--- src/sv/ssq_pkg.sv ---
// Shared types, codes and constants of the stable sorted priority queue.
package ssq_pkg;

    localparam int DEPTH_DEF        = 16;
    localparam int PAYLOAD_BITS_DEF = 32;

    localparam int KEY_W      = 16;
    localparam int TIME_W     = 17;
    localparam int PAY_PORT_W = 32;
    localparam int STATUS_W   = 2;

    localparam logic MODE_PUSH = 1'b0;
    localparam logic MODE_POP  = 1'b1;

    localparam logic [STATUS_W-1:0] ST_OK        = 2'd0;
    localparam logic [STATUS_W-1:0] ST_EMPTY_POP = 2'd1;
    localparam logic [STATUS_W-1:0] ST_FULL_PUSH = 2'd2;

    typedef enum logic [2:0] {
        S_IDLE,
        S_POP_RD,
        S_CMP,
        S_INS,
        S_DONE
    } t_state;

    // Status part of a finished result, handed from the controller to the output stage.
    typedef struct packed {
        logic [STATUS_W-1:0] status;
        logic                empty_after;
    } t_result;

endpackage

--- src/sv/ssq_mem.sv ---
// Entry memory: one write port and one read port with registered read data.
module ssq_mem #(
    parameter int DEPTH  = ssq_pkg::DEPTH_DEF,
    parameter int DATA_W = ssq_pkg::KEY_W + ssq_pkg::PAYLOAD_BITS_DEF
) (
    input  logic                     i_clk,
    input  logic                     i_we,
    input  logic [$clog2(DEPTH)-1:0] i_waddr,
    input  logic [DATA_W-1:0]        i_wdata,
    input  logic                     i_re,
    input  logic [$clog2(DEPTH)-1:0] i_raddr,
    output logic [DATA_W-1:0]        o_rdata
);

    logic [DATA_W-1:0] r_mem [DEPTH];
    logic [DATA_W-1:0] r_rdata;

    always_ff @(posedge i_clk) begin
        if (i_we) begin
            r_mem[i_waddr] <= i_wdata;
        end
    end

    always_ff @(posedge i_clk) begin
        if (i_re) begin
            r_rdata <= r_mem[i_raddr];
        end
    end

    assign o_rdata = r_rdata;

endmodule

--- src/sv/ssq_ctrl.sv ---
// Queue controller: ring pointers, ordered-insert walk and pop sequencing.
module ssq_ctrl #(
    parameter int DEPTH = ssq_pkg::DEPTH_DEF,
    parameter int PW    = ssq_pkg::PAYLOAD_BITS_DEF
) (
    input  logic                        i_clk,
    input  logic                        i_rst_n,
    input  logic                        i_in_valid,
    output logic                        o_in_ready,
    input  logic                        i_mode,
    input  logic [ssq_pkg::KEY_W-1:0]   i_key_time,
    input  logic [PW-1:0]               i_pay,
    input  logic                        i_out_free,
    output logic                        o_res_valid,
    output ssq_pkg::t_result            o_res,
    output logic [ssq_pkg::TIME_W-1:0]  o_res_time,
    output logic [PW-1:0]               o_res_pay,
    output logic                        o_mem_we,
    output logic [$clog2(DEPTH)-1:0]    o_mem_waddr,
    output logic [ssq_pkg::KEY_W+PW-1:0] o_mem_wdata,
    output logic                        o_mem_re,
    output logic [$clog2(DEPTH)-1:0]    o_mem_raddr,
    input  logic [ssq_pkg::KEY_W+PW-1:0] i_mem_rdata
);

    localparam int AW = $clog2(DEPTH);
    localparam int CW = $clog2(DEPTH + 1);
    localparam int KW = ssq_pkg::KEY_W;
    localparam int TW = ssq_pkg::TIME_W;

    function automatic logic [AW-1:0] f_next(input logic [AW-1:0] a);
        return (a == AW'(DEPTH - 1)) ? '0 : a + AW'(1);
    endfunction

    function automatic logic [AW-1:0] f_prev(input logic [AW-1:0] a);
        return (a == '0) ? AW'(DEPTH - 1) : a - AW'(1);
    endfunction

    ssq_pkg::t_state  r_state, n_state;
    logic [CW-1:0]    r_count, n_count;
    logic [AW-1:0]    r_head, n_head;
    logic [AW-1:0]    r_tail, n_tail;
    logic [AW-1:0]    r_wpos, n_wpos;
    logic [AW-1:0]    r_raddr, n_raddr;
    logic [CW-1:0]    r_left, n_left;
    logic [KW-1:0]    r_key, n_key;
    logic [PW-1:0]    r_pay, n_pay;
    ssq_pkg::t_result r_res, n_res;
    logic [TW-1:0]    r_res_time, n_res_time;
    logic [PW-1:0]    r_res_pay, n_res_pay;

    logic [KW-1:0]    rd_key;
    logic [PW-1:0]    rd_pay;

    assign rd_key = i_mem_rdata[KW+PW-1:PW];
    assign rd_pay = i_mem_rdata[PW-1:0];

    always_ff @(posedge i_clk) begin
        if (!i_rst_n) begin
            r_state <= ssq_pkg::S_IDLE;
            r_count <= '0;
            r_head  <= '0;
            r_tail  <= '0;
        end else begin
            r_state <= n_state;
            r_count <= n_count;
            r_head  <= n_head;
            r_tail  <= n_tail;
        end
    end

    always_ff @(posedge i_clk) begin
        r_wpos     <= n_wpos;
        r_raddr    <= n_raddr;
        r_left     <= n_left;
        r_key      <= n_key;
        r_pay      <= n_pay;
        r_res      <= n_res;
        r_res_time <= n_res_time;
        r_res_pay  <= n_res_pay;
    end

    always_comb begin
        n_state     = r_state;
        n_count     = r_count;
        n_head      = r_head;
        n_tail      = r_tail;
        n_wpos      = r_wpos;
        n_raddr     = r_raddr;
        n_left      = r_left;
        n_key       = r_key;
        n_pay       = r_pay;
        n_res       = r_res;
        n_res_time  = r_res_time;
        n_res_pay   = r_res_pay;
        o_in_ready  = 1'b0;
        o_res_valid = 1'b0;
        o_mem_we    = 1'b0;
        o_mem_waddr = r_wpos;
        o_mem_wdata = {r_key, r_pay};
        o_mem_re    = 1'b0;
        o_mem_raddr = r_raddr;

        unique case (r_state)
            ssq_pkg::S_IDLE: begin
                o_in_ready = 1'b1;
                if (i_in_valid) begin
                    n_res_time = '0;
                    n_res_pay  = '0;
                    if (i_mode == ssq_pkg::MODE_PUSH) begin
                        n_res.empty_after = 1'b0;
                        if (r_count == CW'(DEPTH)) begin
                            n_res.status = ssq_pkg::ST_FULL_PUSH;
                            n_state      = ssq_pkg::S_DONE;
                        end else begin
                            n_res.status = ssq_pkg::ST_OK;
                            n_key        = i_key_time;
                            n_pay        = i_pay;
                            n_tail       = f_next(r_tail);
                            n_count      = r_count + CW'(1);
                            if (r_count == '0) begin
                                o_mem_we    = 1'b1;
                                o_mem_waddr = r_tail;
                                o_mem_wdata = {i_key_time, i_pay};
                                n_state     = ssq_pkg::S_DONE;
                            end else begin
                                // Walk back from the tail, one stored entry per cycle.
                                o_mem_re    = 1'b1;
                                o_mem_raddr = f_prev(r_tail);
                                n_raddr     = f_prev(r_tail);
                                n_wpos      = r_tail;
                                n_left      = r_count;
                                n_state     = ssq_pkg::S_CMP;
                            end
                        end
                    end else begin
                        if (r_count == '0) begin
                            n_res.status      = ssq_pkg::ST_EMPTY_POP;
                            n_res.empty_after = 1'b1;
                            n_res_time        = '1;
                            n_state           = ssq_pkg::S_DONE;
                        end else begin
                            o_mem_re    = 1'b1;
                            o_mem_raddr = r_head;
                            n_state     = ssq_pkg::S_POP_RD;
                        end
                    end
                end
            end
            ssq_pkg::S_POP_RD: begin
                n_res.status      = ssq_pkg::ST_OK;
                n_res.empty_after = (r_count == CW'(1));
                n_res_time        = {1'b0, rd_key};
                n_res_pay         = rd_pay;
                n_head            = f_next(r_head);
                n_count           = r_count - CW'(1);
                n_state           = ssq_pkg::S_DONE;
            end
            ssq_pkg::S_CMP: begin
                o_mem_we = 1'b1;
                if (rd_key > r_key) begin
                    // Strictly larger key moves up one slot; equal keys stay ahead.
                    o_mem_waddr = r_wpos;
                    o_mem_wdata = i_mem_rdata;
                    n_wpos      = r_raddr;
                    n_left      = r_left - CW'(1);
                    if (r_left != CW'(1)) begin
                        o_mem_re    = 1'b1;
                        o_mem_raddr = f_prev(r_raddr);
                        n_raddr     = f_prev(r_raddr);
                    end else begin
                        n_state = ssq_pkg::S_INS;
                    end
                end else begin
                    n_state = ssq_pkg::S_DONE;
                end
            end
            ssq_pkg::S_INS: begin
                o_mem_we = 1'b1;
                n_state  = ssq_pkg::S_DONE;
            end
            ssq_pkg::S_DONE: begin
                o_res_valid = 1'b1;
                if (i_out_free) begin
                    n_state = ssq_pkg::S_IDLE;
                end
            end
            default: begin
                n_state = ssq_pkg::S_IDLE;
            end
        endcase
    end

    assign o_res      = r_res;
    assign o_res_time = r_res_time;
    assign o_res_pay  = r_res_pay;

    a_count_bound: assert property (@(posedge i_clk) disable iff (!i_rst_n)
        r_count <= CW'(DEPTH))
        else $error("entry count exceeds depth");

    a_walk_left: assert property (@(posedge i_clk) disable iff (!i_rst_n)
        r_state == ssq_pkg::S_CMP |-> r_left != '0)
        else $error("insert walk running with no entries left");

    a_no_overlap: assert property (@(posedge i_clk) disable iff (!i_rst_n)
        (o_mem_we && o_mem_re) |-> o_mem_waddr != o_mem_raddr)
        else $error("read and write hit the same entry");

    a_ring: assert property (@(posedge i_clk) disable iff (!i_rst_n)
        (r_state == ssq_pkg::S_IDLE && r_head == r_tail)
            |-> (r_count == '0 || r_count == CW'(DEPTH)))
        else $error("ring pointers disagree with entry count");

    a_pop_nonempty: assert property (@(posedge i_clk) disable iff (!i_rst_n)
        r_state == ssq_pkg::S_POP_RD |-> r_count != '0)
        else $error("pop read issued on empty queue");

endmodule

--- src/sv/stable_sorted_priority_queue_unit.sv ---
// A push into a non-empty queue moves every stored entry with a larger key back a slot before
// its result waits; a pop reads the head entry, and a push into an empty queue, a push to a full
// queue or a pop of an empty one finishes without a walk. The ordered insert walks the entry
// memory one entry per cycle from the tail, reading the next entry while writing the previous
// one back a slot. Entries sit in a ring, so a pop only moves the head. Results go through an
// output register, so a new item is taken while the previous result still waits; the block
// works on one item at a time.
module stable_sorted_priority_queue_unit #(
    parameter int DEPTH        = ssq_pkg::DEPTH_DEF,
    parameter int PAYLOAD_BITS = ssq_pkg::PAYLOAD_BITS_DEF
) (
    input  logic                                i_clk,
    input  logic                                i_rst_n,
    input  logic                                i_in_valid,
    output logic                                o_in_ready,
    input  logic                                i_mode,
    input  logic [ssq_pkg::KEY_W-1:0]           i_key_time,
    input  logic [ssq_pkg::PAY_PORT_W-1:0]      i_payload,
    output logic                                o_out_valid,
    input  logic                                i_out_ready,
    output logic [ssq_pkg::STATUS_W-1:0]        o_status,
    output logic signed [ssq_pkg::TIME_W-1:0]   o_out_time,
    output logic [ssq_pkg::PAY_PORT_W-1:0]      o_out_payload,
    output logic                                o_empty_after
);

    // Only the payload bits that the port can carry are stored.
    localparam int PW = (PAYLOAD_BITS < ssq_pkg::PAY_PORT_W) ? PAYLOAD_BITS
                                                             : ssq_pkg::PAY_PORT_W;
    localparam int AW = $clog2(DEPTH);
    localparam int DW = ssq_pkg::KEY_W + PW;

    logic                         out_free;
    logic                         res_valid;
    ssq_pkg::t_result             res;
    logic [ssq_pkg::TIME_W-1:0]   res_time;
    logic [PW-1:0]                res_pay;
    logic                         mem_we;
    logic [AW-1:0]                mem_waddr;
    logic [DW-1:0]                mem_wdata;
    logic                         mem_re;
    logic [AW-1:0]                mem_raddr;
    logic [DW-1:0]                mem_rdata;

    logic                         r_out_valid;
    ssq_pkg::t_result             r_out_res;
    logic [ssq_pkg::TIME_W-1:0]   r_out_time;
    logic [PW-1:0]                r_out_pay;

    assign out_free = !r_out_valid || i_out_ready;

    ssq_ctrl #(
        .DEPTH (DEPTH),
        .PW    (PW)
    ) u_ctrl (
        .i_clk       (i_clk),
        .i_rst_n     (i_rst_n),
        .i_in_valid  (i_in_valid),
        .o_in_ready  (o_in_ready),
        .i_mode      (i_mode),
        .i_key_time  (i_key_time),
        .i_pay       (i_payload[PW-1:0]),
        .i_out_free  (out_free),
        .o_res_valid (res_valid),
        .o_res       (res),
        .o_res_time  (res_time),
        .o_res_pay   (res_pay),
        .o_mem_we    (mem_we),
        .o_mem_waddr (mem_waddr),
        .o_mem_wdata (mem_wdata),
        .o_mem_re    (mem_re),
        .o_mem_raddr (mem_raddr),
        .i_mem_rdata (mem_rdata)
    );

    ssq_mem #(
        .DEPTH  (DEPTH),
        .DATA_W (DW)
    ) u_mem (
        .i_clk   (i_clk),
        .i_we    (mem_we),
        .i_waddr (mem_waddr),
        .i_wdata (mem_wdata),
        .i_re    (mem_re),
        .i_raddr (mem_raddr),
        .o_rdata (mem_rdata)
    );

    always_ff @(posedge i_clk) begin
        if (!i_rst_n) begin
            r_out_valid <= 1'b0;
        end else if (out_free) begin
            r_out_valid <= res_valid;
        end
    end

    always_ff @(posedge i_clk) begin
        if (out_free && res_valid) begin
            r_out_res  <= res;
            r_out_time <= res_time;
            r_out_pay  <= res_pay;
        end
    end

    assign o_out_valid   = r_out_valid;
    assign o_status      = r_out_res.status;
    assign o_empty_after = r_out_res.empty_after;
    assign o_out_time    = r_out_time;
    assign o_out_payload = ssq_pkg::PAY_PORT_W'(r_out_pay);

endmodule

--- config.mk ---
export PLATFORM = sky130hd
export DESIGN_NAME = stable_sorted_priority_queue_unit
export DESIGN_NICKNAME = d
export VERILOG_FILES = /design/src/sv/ssq_pkg.sv /design/src/sv/ssq_mem.sv /design/src/sv/ssq_ctrl.sv /design/src/sv/stable_sorted_priority_queue_unit.sv
export SDC_FILE = /design/constraint.sdc
export NUM_CORES = 1
export LEC_CHECK = 0
export BUFFER_PORTS_ARGS = -buffer_cell sky130_fd_sc_hd__buf_2
export CAP_MARGIN = 20
export CORE_MARGIN = 5
export CORE_UTILIZATION = 60
export CTS_CLUSTER_SIZE = 25
export DETAILED_ROUTE_END_ITERATION = 10
export PLACE_DENSITY = 0.79
export SYNTH_ARGS = -nofsm -noshare
export SYNTH_HDL_FRONTEND = slang
export SYNTH_SLANG_ARGS = --single-unit
--- constraint.sdc ---
create_clock -name i_clk -period 6.4 [get_ports i_clk]
set_input_delay 1.6 -clock i_clk [delete_from_list [all_inputs] [get_ports i_clk]]
set_output_delay 1.6 -clock i_clk [all_outputs]
set_load 0.05 [all_outputs]
# Yosys cells after proc, flatten, opt, wreduce, memory -nomap -nowiden
# Memory sizes are Yosys's and may differ from the RTL's. A register that Yosys moved wholly into a read port is not among the register bits.
# Index checks and enable logic that the tools add are counted.
# classes
bitwise_logic	2
n_eq_ne	17
order_cmp	1
addsub	7
mux	78
n_reduce_logical	18
# op_table
op	n
48-bit two-way mux	5
48-bit case mux with 2 select lines	1
4-bit two-way mux	23
32-bit case mux with 2 select lines	1
17-bit two-way mux	3
5-bit two-way mux	8
17-bit case mux with 2 select lines	1
3-bit two-way mux	11
32-bit two-way mux	1
4-bit case mux with 2 select lines	3
5-bit case mux with 2 select lines	2
16-bit > comparator	1
1-bit two-way mux	14
3-bit case mux with 4 select lines	1
2-bit != test, second input constant	5
5-bit by 1-bit subtractor with 5-bit output, second input constant	2
3-bit AND reduction	3
4-bit by 1-bit adder with 4-bit output, second input constant	2
4-bit == test, second input constant	2
4-bit zero test	2
4-bit AND reduction	2
4-bit by 1-bit subtractor with 4-bit output, second input constant	2
3-bit by 2-bit == test with 1-bit output, second input constant	2
3-bit case mux with 2 select lines	1
other kinds (21)	25
# totals
out_inout_bits	54
elab_cells	142
memories	1
register_bits	182
in_bits	53
mem_bits_rw	768
# mem_list
memory	words	word_bits	read_ports	rd_clocked_by_memory_dff	wr	line_no	text
u_mem.r_mem	16	48	1	1	1	ssq_mem.sv:15	logic [DATA_W-1:0] r_mem [DEPTH];

# Logic depth before layout (Yosys ltp)
# Gate-level depths: netlist (run 1).
# depth
word_depth	8
ltp_mapped	16
mapped_depth_nobuf	12

# Cells and area by module
# From an unflattened synthesis (run 1), not the netlist that was laid out.
# unflattened
cells_unflattened	1983
hier_area_um2	39076.2
# by_module_without_submodules
mod	area_per_inst_um2	instances	cells_per_inst
ssq_mem	30175.2	1	1242
ssq_ctrl	7282.0	1	684
stable_sorted_priority_queue_unit	1619.1	1	57

# Worst setup path before layout (run 1)
# OpenSTA, ideal clock, no wires.
# synth_timing
kind	input to register
start	input port i_out_ready
end	register r_out_res, in the netlist o_empty_after, enable pin
required_ns	5.874
cell_stages	2
arrival_time_ns	5.246
setup_ns	0.526
path_slack_ns	0.628
cell_sequence	o21ai_0 -> nor3_1
# synth_via
elab_chain_cells	2
# synth_rtl
item	line_no	text
start: declaration	stable_sorted_priority_queue_unit.sv:20	input logic i_out_ready,
1-bit logical OR	stable_sorted_priority_queue_unit.sv:50	assign out_free = !r_out_valid || i_out_ready;
1-bit logical AND	stable_sorted_priority_queue_unit.sv:98	if (out_free && res_valid) begin
end signal: assignment	stable_sorted_priority_queue_unit.sv:99	r_out_res <= res;
end: declaration	stable_sorted_priority_queue_unit.sv:46	ssq_pkg::t_result r_out_res;
# No other way between the ends.
# A chain may end at the register's enable or synchronous reset.

# Final worst setup path (run 1)
# layout_timing
start	register u_mem.r_rdata[33] (netlist: u_mem.o_rdata[33]), read port of u_mem.r_mem
end	register u_mem.r_rdata[33] (netlist: u_mem.o_rdata[33]), read port of u_mem.r_mem (data pin)
# layout_via
elab_chain_cells	3
# layout_rtl
item	line_no	text
start: declaration	ssq_mem.sv:16	logic [DATA_W-1:0] r_rdata;
16-bit > comparator *	ssq_ctrl.sv:161	if (rd_key > r_key) begin
4-bit two-way mux or 1-bit two-way mux (tied branches)	-	
4-bit case mux with 2 select lines or 1-bit case mux with 2 select lines (tied branches)	ssq_ctrl.sv:104	unique case (r_state)
# Mark *: on every way between the ends. The rest lies on a longest branch, timed or not.

==> results of run 1 <==
==> power groups by stage <==
stage / Clock, uW / Combinational [uW] / Sequential (uW)
after global routing: 6170 / 8500 / 9130
after global placement: 0 / 7590 / 9180
after CTS: 5870 / 7940 / 9080
after detailed placement: 0 / 7850 / 9210
final: 5820 / 8010 / 9090
after floorplan: 0 / 5590 / 9500
==> routing by layer <==
metal	track usage, %	routed length, um	up-vias
li1	-	-	10075
met1	35.18	38240	11810
met2	41.96	46820	1321
met3	5.943	9152	261
met4	9.910	3675	2
met5	0	11	-
==> kinds of logic after synthesis <==
kind of cell               Yosys count
xor gates and xnor gates            11
AOI/OAI and AO/OA                  441
adders and majority gates           27
and+or+nand+nor                    334
DFF                                998
muxes                              484
buffers and inverters              195
==> worst paths after layout <==
| path | endpoint | from |
|---|---|---|
| worst min-delay path | o_out_time[16] | u_ctrl.o_res_time[16] |
| worst min register to register | o_out_time[16] | u_ctrl.o_res_time[16] |
| worst max-delay path | u_mem.o_rdata[33] | u_mem.o_rdata[33] |
| worst max register to register | u_mem.o_rdata[33] | u_mem.o_rdata[33] |
==> synth_stat cells (4+ instances only) <==
cell type / instances
sky130_fd_sc_hd__a211oi_1: 4
sky130_fd_sc_hd__a21o_1: 17
sky130_fd_sc_hd__a21oi_1: 69
sky130_fd_sc_hd__a221o_1: 48
sky130_fd_sc_hd__a22oi_1: 62
sky130_fd_sc_hd__a31oi_1: 4
sky130_fd_sc_hd__a32oi_1: 4
sky130_fd_sc_hd__a41oi_1: 26
sky130_fd_sc_hd__and2_1: 11
sky130_fd_sc_hd__and3_1: 33
sky130_fd_sc_hd__buf_1: 4
sky130_fd_sc_hd__buf_2: 21
sky130_fd_sc_hd__buf_4: 13
sky130_fd_sc_hd__buf_6: 29
sky130_fd_sc_hd__buf_8: 5
sky130_fd_sc_hd__clkbuf_1: 91
sky130_fd_sc_hd__dfxtp_1: 17
sky130_fd_sc_hd__edfxtp_1: 981
sky130_fd_sc_hd__ha_1: 27
sky130_fd_sc_hd__inv_1: 31
sky130_fd_sc_hd__mux2_2: 97
sky130_fd_sc_hd__mux2i_1: 387
sky130_fd_sc_hd__nand2_1: 141
sky130_fd_sc_hd__nand2b_1: 5
sky130_fd_sc_hd__nand3_1: 54
sky130_fd_sc_hd__nand4_1: 7
sky130_fd_sc_hd__nor2_1: 50
sky130_fd_sc_hd__nor2b_1: 7
sky130_fd_sc_hd__nor3_1: 10
sky130_fd_sc_hd__o211ai_1: 99
sky130_fd_sc_hd__o21ai_0: 86
sky130_fd_sc_hd__o22ai_1: 6
sky130_fd_sc_hd__xnor2_1: 7
sky130_fd_sc_hd__xor2_1: 4
==> sequential cells by signal (all words and copies together) (netlist names) <==
| signal | flops |
|---|---|
| u_ctrl.r_state | 3 |
| u_mem.r_mem | 768 |
| u_ctrl.r_tail | 4 |
| o_out_payload | 32 |
| u_ctrl.r_pay | 32 |
| o_empty_after | 1 |
| o_status | 2 |
| o_out_valid | 1 |
| u_ctrl.o_res_pay | 32 |
| u_ctrl.r_left | 5 |
| u_ctrl.o_res_time | 17 |
| u_ctrl.r_wpos | 4 |
| u_mem.o_rdata | 48 |
| o_out_time | 17 |
| u_ctrl.r_head | 4 |
| u_ctrl.r_count | 5 |
| u_ctrl.r_raddr | 4 |
| u_ctrl.r_key | 16 |
| u_ctrl.o_res | 3 |
==> final cells by class <==
class                      instances  share of cell area [%]
antenna                            3                 0.01643
clock buffer                     117                   5.543
clock inverter                    63                   1.599
inverter                          32                  0.2629
multi-input combinational       1297                   22.54
sequential                       998                   65.22
tap                              873                   2.391
timing repair buffer             162                   2.426
==> through the flow <==
step	hold WS, ns	cells	power (uW)
final	0.4192	3545	22920
after global routing	0.4267	3542	23790
after CTS	0.4196	3541	22890
after global placement	0.4005	3361	16780
after floorplan	0.4003	2490	15100
after detailed placement	0.4045	3361	17060
==> worst max-delay path: stages, from the launching register on <==
cell and delay, ns:
sky130_fd_sc_hd__edfxtp_1 0.44, sky130_fd_sc_hd__ha_1 0.33, sky130_fd_sc_hd__nor2b_1 0.17, sky130_fd_sc_hd__o211ai_1 0.16, sky130_fd_sc_hd__a2111o_1 0.44, sky130_fd_sc_hd__a31oi_4 0.41, sky130_fd_sc_hd__nand2b_2 0.22, sky130_fd_sc_hd__buf_4 0.67
sky130_fd_sc_hd__nand2b_1 0.17, sky130_fd_sc_hd__a21oi_1 0.43, sky130_fd_sc_hd__nor2_4 0.11, sky130_fd_sc_hd__buf_4 0.43, sky130_fd_sc_hd__a22oi_1 0.37, sky130_fd_sc_hd__nand3_1 0.16
==> impl_metrics.prom, run 1 <==
# TYPE chip_impl_metric gauge
chip_impl_metric{name="pwr-share-clk",unit="%"} 25.4
chip_impl_metric{name="setup_total_negative_slack",unit="ns"} 0
chip_impl_metric{name="postLayoutCoreUtil",unit="%"} 67.79
chip_impl_metric{name="worst_pin_slew",unit="ns"} 1.058
chip_impl_metric{name="maxCapViolations",unit=""} 0
chip_impl_metric{name="critPathMaxFanout",unit=""} 51
chip_impl_metric{name="globalplace.congestion",unit=""} 0.8343
chip_impl_info{name="dominant_cell_type_by_area_after_synthesis",value="sky130_fd_sc_hd__edfxtp_1"} 1
chip_impl_info{name="cell_types_with_the_largest_area_share_after_synthesis",value="sky130_fd_sc_hd__edfxtp_1 72%, sky130_fd_sc_hd__mux2i_1 9.5%, sky130_fd_sc_hd__mux2_2 2.7%, sky130_fd_sc_hd__o211ai_1 1.8%, sky130_fd_sc_hd__nand2_1 1.3%"} 1
chip_impl_metric{name="global_route_wire_length_before_repair",unit="um"} 145500
chip_impl_metric{name="period_minus_slack",unit="ns"} 4.874
chip_impl_metric{name="synth_fp_nets",unit=""} 2570
chip_impl_metric{name="peakVddDrop",unit="uV"} 423.5
chip_impl_metric{name="min_delay_path_depth",unit=""} 0
chip_impl_info{name="tritoncts",value="done"} 1
chip_impl_metric{name="design.portCount",unit=""} 107
chip_impl_metric{name="fill_cells",unit=""} 4182
chip_impl_metric{name="final_area",unit="sq um"} 45690
chip_impl_info{name="mostFrequentLayoutCell",value="sky130_fd_sc_hd__edfxtp_1"} 1
chip_impl_metric{name="num-nets-final",unit=""} 2667
chip_impl_info{name="worst_hold_path_type",value="flop to flop"} 1
chip_impl_metric{name="dp_hpwl",unit="um"} 52850
chip_impl_metric{name="core.rowCount",unit=""} 95
chip_impl_metric{name="drt-wirelength-per-cell",unit="um"} 27.62
chip_impl_metric{name="die_w",unit="um"} 271.2
chip_impl_metric{name="timing.critical_path.arrival",unit="ns"} 5.26
chip_impl_metric{name="totalWireLength",unit="um"} 97900
chip_impl_metric{name="post_synth_adder_cell_area",unit="%"} 0.8251
chip_impl_info{name="main_combinational_cell_family_by_area_after_synthesis",value="multiplexers"} 1
chip_impl_info{name="layout.cells.most_common_list",value="981 x sky130_fd_sc_hd__edfxtp_1, 387 x sky130_fd_sc_hd__mux2i_1, 139 x sky130_fd_sc_hd__nand2_1, 106 x sky130_fd_sc_hd__buf_2, 99 x sky130_fd_sc_hd__o211ai_1"} 1
chip_impl_metric{name="regArea",unit="sq um"} 29800
chip_impl_metric{name="synth.ff_latch_count",unit=""} 998
chip_impl_metric{name="fin_crit_sh",unit="%"} 76.16
chip_impl_metric{name="core_area",unit="sq um"} 67400
chip_impl_metric{name="drive_gt1_share",unit="%"} 16.49
chip_impl_metric{name="dpl_worst_slack",unit="ns"} 1.204
chip_impl_metric{name="global_route.usage.total",unit="%"} 26.04
chip_impl_metric{name="postPlaceCellArea",unit="sq um"} 42400
chip_impl_metric{name="cts-root-to-sink-buffers",unit=""} 3
chip_impl_metric{name="grt_max_degree",unit=""} 89
chip_impl_metric{name="detailed_route_via_count",unit=""} 23469
chip_impl_info{name="endpoint_kind",value="flop"} 1
chip_impl_metric{name="cellPowerDensity",unit="nW/um^2"} 501.6
chip_impl_metric{name="postCtsHoldBufs",unit=""} 0
chip_impl_metric{name="timing.final.hold_violations",unit=""} 0
chip_impl_metric{name="grt_antenna_before_repair",unit=""} 1
chip_impl_metric{name="int_pwr",unit="uW"} 14960
chip_impl_info{name="timing.setup.critical_path_class",value="flop to flop"} 1
chip_impl_metric{name="synth-simple-area-share",unit="%"} 3.795
chip_impl_metric{name="synth.cell_area",unit="sq um"} 40940
chip_impl_metric{name="slew_headroom",unit="%"} 29.46
chip_impl_metric{name="synth-xor-area-share",unit="%"} 0.2353
chip_impl_metric{name="cts_num_sinks",unit=""} 998
chip_impl_metric{name="syn_to_final_growth",unit="%"} 11.59
chip_impl_metric{name="yosysSeqAreaShare",unit="%"} 72.78
chip_impl_metric{name="routed_via_density",unit=""} 6.620
chip_impl_metric{name="power.net_switching",unit="uW"} 7956
chip_impl_info{name="timing.critical_path.from_type",value="flop"} 1
chip_impl_metric{name="syn-instance-count",unit=""} 2490
chip_impl_metric{name="synthArstFlopShare",unit="%"} 0
chip_impl_metric{name="h-tree-depth",unit=""} 3
chip_impl_metric{name="floorplan.die_area",unit="sq um"} 73560
chip_impl_metric{name="final.setup.worst_slack",unit="ns"} 1.526
chip_impl_info{name="unrepaired_setup_endpoints_after_global_routing",value="false"} 1
chip_impl_metric{name="cts-buffers-inserted",unit=""} 96
chip_impl_metric{name="drtIter0Drc",unit=""} 2890
chip_impl_metric{name="post_cts.resized_instances",unit=""} 0
chip_impl_metric{name="synth-warning-count",unit=""} 0
chip_impl_metric{name="clock_skew",unit="ns"} 0.03172
chip_impl_metric{name="die_height",unit="um"} 271.2
chip_impl_metric{name="vias_in_the_first_global_route",unit=""} 23740
chip_impl_metric{name="multiInputGateArea",unit="sq um"} 10300
chip_impl_metric{name="worstSkewPairLatency",unit="ns"} 0.67
chip_impl_metric{name="yosys-mux-area-fraction",unit="%"} 12.13
chip_impl_metric{name="cts.repair_timing.setup_buffer_count",unit=""} 0
chip_impl_metric{name="setup.reg_to_reg.worst_slack",unit="ns"} 1.53
chip_impl_metric{name="clk_pin_slew_worst_paths",unit="ns"} 0.06
chip_impl_metric{name="port_buffers",unit=""} 106
chip_impl_metric{name="power_frac_comb",unit="%"} 34.9
chip_impl_metric{name="crit_required",unit="ns"} 6.78
chip_impl_metric{name="synth_largest_type_area_fraction",unit="%"} 71.95
chip_impl_metric{name="timing.fmax",unit="MHz"} 205.2
chip_impl_metric{name="ant_nets",unit=""} 0
chip_impl_metric{name="synth.distinct_cells",unit=""} 61
chip_impl_metric{name="switching_share",unit="%"} 34.71
chip_impl_metric{name="reg2reg_depth",unit=""} 13
chip_impl_metric{name="synth-edff-count",unit=""} 981
chip_impl_metric{name="synth_compound_area_share",unit="%"} 7.594
chip_impl_metric{name="drtPass1Iterations",unit=""} 5
chip_impl_metric{name="p_leak",unit="uW"} 0.01651
chip_impl_metric{name="start_util",unit="%"} 60.75
chip_impl_metric{name="power_share_of_the_sequential_group",unit="%"} 39.7
chip_impl_metric{name="syn_area_per_cell",unit="sq um"} 16.44
chip_impl_info{name="outcome",value="complete, no violations"} 1
chip_impl_metric{name="timing.final.setup_violations",unit=""} 0
chip_impl_metric{name="drcViolationCount",unit=""} 0
chip_impl_info{name="clock_root_buffer_master",value="sky130_fd_sc_hd__clkbuf_16"} 1
chip_impl_metric{name="grt-ovfl-total",unit=""} 0
chip_impl_metric{name="maxSlewViolCount",unit=""} 0
chip_impl_info{name="synth_ff_type",value="sky130_fd_sc_hd__edfxtp_1"} 1
Power figures use the tool's default switching activity.
==> run 2: changes to the inputs <==
==> constraint.sdc (replaced) <==
create_clock -name i_clk -period 4.9 [get_ports i_clk]
set_input_delay 1.225 -clock i_clk [delete_from_list [all_inputs] [get_ports i_clk]]
set_output_delay 1.225 -clock i_clk [all_outputs]
set_load 0.05 [all_outputs]
==> impl_metrics.prom, run 2 (same netlist as run 1, synthesis figures left out) <==
# TYPE chip_impl_metric gauge
chip_impl_info{name="endpoint_kind",value="flop"} 1
chip_impl_metric{name="worstSkewPairLatency",unit="ns"} 0.66
chip_impl_metric{name="timing.final.hold_violations",unit=""} 0
chip_impl_metric{name="period_minus_slack",unit="ns"} 4.718
chip_impl_info{name="clock_root_buffer_master",value="sky130_fd_sc_hd__clkbuf_16"} 1
chip_impl_metric{name="cts_num_sinks",unit=""} 998
chip_impl_metric{name="power.total",unit="uW"} 29680
chip_impl_metric{name="drive_gt1_share",unit="%"} 16.83
chip_impl_metric{name="drtIter0Drc",unit=""} 2797
chip_impl_metric{name="vias_in_the_first_global_route",unit=""} 23718
chip_impl_metric{name="crit_required",unit="ns"} 5.26
chip_impl_metric{name="totalWireLength",unit="um"} 100900
chip_impl_info{name="timing.critical_path.from_type",value="flop"} 1
chip_impl_metric{name="globalplace.congestion",unit=""} 0.8793
chip_impl_metric{name="postLayoutCoreUtil",unit="%"} 68.19
chip_impl_metric{name="p_leak",unit="uW"} 0.01658
chip_impl_metric{name="global_route.usage.met2",unit="%"} 43.59
chip_impl_metric{name="grt_antenna_before_repair",unit=""} 1
chip_impl_info{name="timing.setup.critical_path_class",value="flop to flop"} 1
chip_impl_metric{name="slew_headroom",unit="%"} 31.72
chip_impl_metric{name="grt_max_degree",unit=""} 97
chip_impl_metric{name="core_area",unit="sq um"} 67400
chip_impl_info{name="grt.busiest_layer",value="met2"} 1
chip_impl_metric{name="grt-ovfl-total",unit=""} 0
chip_impl_metric{name="cts-root-to-sink-buffers",unit=""} 3
chip_impl_metric{name="global_route.usage.total",unit="%"} 26.90
chip_impl_metric{name="detailed_route_via_count",unit=""} 23708
chip_impl_metric{name="post_cts.resized_instances",unit=""} 0
chip_impl_metric{name="drt-wirelength-per-cell",unit="um"} 28.31
chip_impl_metric{name="fin_crit_sh",unit="%"} 96.29
chip_impl_metric{name="timing.critical_path.arrival",unit="ns"} 5.07
chip_impl_metric{name="die_w",unit="um"} 271.2
chip_impl_metric{name="postCtsHoldBufs",unit=""} 0
chip_impl_metric{name="maxCapViolations",unit=""} 0
chip_impl_metric{name="clock_skew",unit="ns"} 0.03003
chip_impl_metric{name="ant_nets",unit=""} 0
chip_impl_metric{name="port_buffers",unit=""} 106
chip_impl_metric{name="syn_to_final_growth",unit="%"} 12.25
chip_impl_info{name="mostFrequentLayoutCell",value="sky130_fd_sc_hd__edfxtp_1"} 1
chip_impl_info{name="layout.cells.most_common_list",value="981 x sky130_fd_sc_hd__edfxtp_1, 387 x sky130_fd_sc_hd__mux2i_1, 139 x sky130_fd_sc_hd__nand2_1, 106 x sky130_fd_sc_hd__buf_2"} 1
chip_impl_metric{name="dp_hpwl",unit="um"} 55180
chip_impl_metric{name="cts.repair_timing.setup_buffer_count",unit=""} 0
chip_impl_info{name="tritoncts",value="done"} 1
chip_impl_metric{name="use_met3",unit="%"} 5.572
chip_impl_metric{name="h-tree-depth",unit=""} 3
chip_impl_metric{name="drcViolationCount",unit=""} 0
chip_impl_metric{name="timing.fmax",unit="MHz"} 211.9
chip_impl_metric{name="critPathMaxFanout",unit=""} 75
chip_impl_metric{name="core.rowCount",unit=""} 95
chip_impl_metric{name="design.portCount",unit=""} 107
chip_impl_info{name="max_flop_register",value="u_mem.r_mem"} 1
chip_impl_metric{name="timing.final.setup_violations",unit=""} 0
chip_impl_metric{name="clk_pin_slew_worst_paths",unit="ns"} 0.07
chip_impl_metric{name="maxSlewViolCount",unit=""} 0
chip_impl_info{name="unrepaired_setup_endpoints_after_global_routing",value="false"} 1
chip_impl_metric{name="largest_register_ffs",unit=""} 768
chip_impl_metric{name="cellPowerDensity",unit="nW/um^2"} 645.8
chip_impl_metric{name="peakVddDrop",unit="uV"} 415.5
chip_impl_metric{name="global_route_wire_length_before_repair",unit="um"} 148900
chip_impl_metric{name="die_height",unit="um"} 271.2
chip_impl_metric{name="floorplan.die_area",unit="sq um"} 73560
chip_impl_metric{name="cts-buffers-inserted",unit=""} 97
chip_impl_info{name="worst_hold_path_type",value="flop to flop"} 1
chip_impl_info{name="outcome",value="complete, no violations"} 1
chip_impl_metric{name="routed_via_density",unit=""} 6.648
chip_impl_metric{name="start_util",unit="%"} 60.75
chip_impl_metric{name="worst_pin_slew",unit="ns"} 1.024
chip_impl_metric{name="drtPass1Iterations",unit=""} 7
chip_impl_metric{name="groute.layer.met1.usage",unit="%"} 36.93
chip_impl_metric{name="num-nets-final",unit=""} 2696
run 2: changes by cell type in the layout (fill, tap and decap cells not counted), sizes merged, moves of 3 or more:
cell | previous run | this run
buf | 162 | 190
clkinv | 43 | 31
clkbuf | 117 | 128
bufinv | 14 | 7
clkinvlp | 1 | 7
inv | 37 | 34
run 2: path summary, 6_finish.rpt:
kind | start | to | slack (ns) | cells after the start
setup / recovery | u_mem.o_rdata[33] | u_mem.o_rdata[24] | 0.18 | 13
hold / removal | u_ctrl.o_res[0] | o_empty_after | 0.42 | 0
setup reg to reg | u_mem.o_rdata[33] | u_mem.o_rdata[24] | 0.18 | 13
hold reg to reg | u_ctrl.o_res[0] | o_empty_after | 0.42 | 0
run 2: routing by layer:
metal	up-vias	routed length (um)
met5	-	0
met4	0	2870
met3	203	11370
met2	1502	48450
met1	11893	38250
li1	10110	-
run 2: per-stage QoR:
step / cells / setup slack, ns / area [sq um] / hold WS, ns / TNS (ns)
2_1_floorplan: 2490 / -0.1519 / 40960 / 0.4003 / -92.97
5_1_grt: 3566 / 0.02387 / 45960 / 0.4176 / 0
6_report: 3566 / 0.1818 / 45960 / 0.4168 / 0
4_1_cts: 3565 / 0.2905 / 45960 / 0.4173 / 0
3_5_place_dp: 3390 / 0.3869 / 42940 / 0.4045 / 0
3_3_place_gp: 3390 / 0.4452 / 42940 / 0.4025 / 0
run 2: critical path, cell delays in order, from the launching register on:
cell and delay [ns]:
sky130_fd_sc_hd__edfxtp_1 0.48, sky130_fd_sc_hd__ha_1 0.35, sky130_fd_sc_hd__nor2b_1 0.12, sky130_fd_sc_hd__o211ai_1 0.10, sky130_fd_sc_hd__a2111o_1 0.41, sky130_fd_sc_hd__a31oi_4 0.42, sky130_fd_sc_hd__nand2b_2 0.54, sky130_fd_sc_hd__o2111ai_1 0.30
sky130_fd_sc_hd__a211oi_4 0.46, sky130_fd_sc_hd__buf_12 0.23, sky130_fd_sc_hd__buf_12 0.36, sky130_fd_sc_hd__mux2i_1 0.14, sky130_fd_sc_hd__a22oi_1 0.26, sky130_fd_sc_hd__nand3_1 0.17
run 2: layout make-up:
type,instances,area (sq um)
clock buffers,128,2596
multi-input cells,1297,10310
inverters,32,120.1
clock inverters,47,417.9
repair buffers,190,1624
diodes,1,2.502
flip-flops and latches,998,29800
fillers,4170,21440
well taps,873,1092
run 2: power breakdown:
group / internal (uW) / switching [uW] / total [uW]
clock network: 4080 / 3050 / 7130
registers: 11500 / 355 / 11900
logic: 3850 / 6830 / 10700
total: 19400 / 10200 / 29700
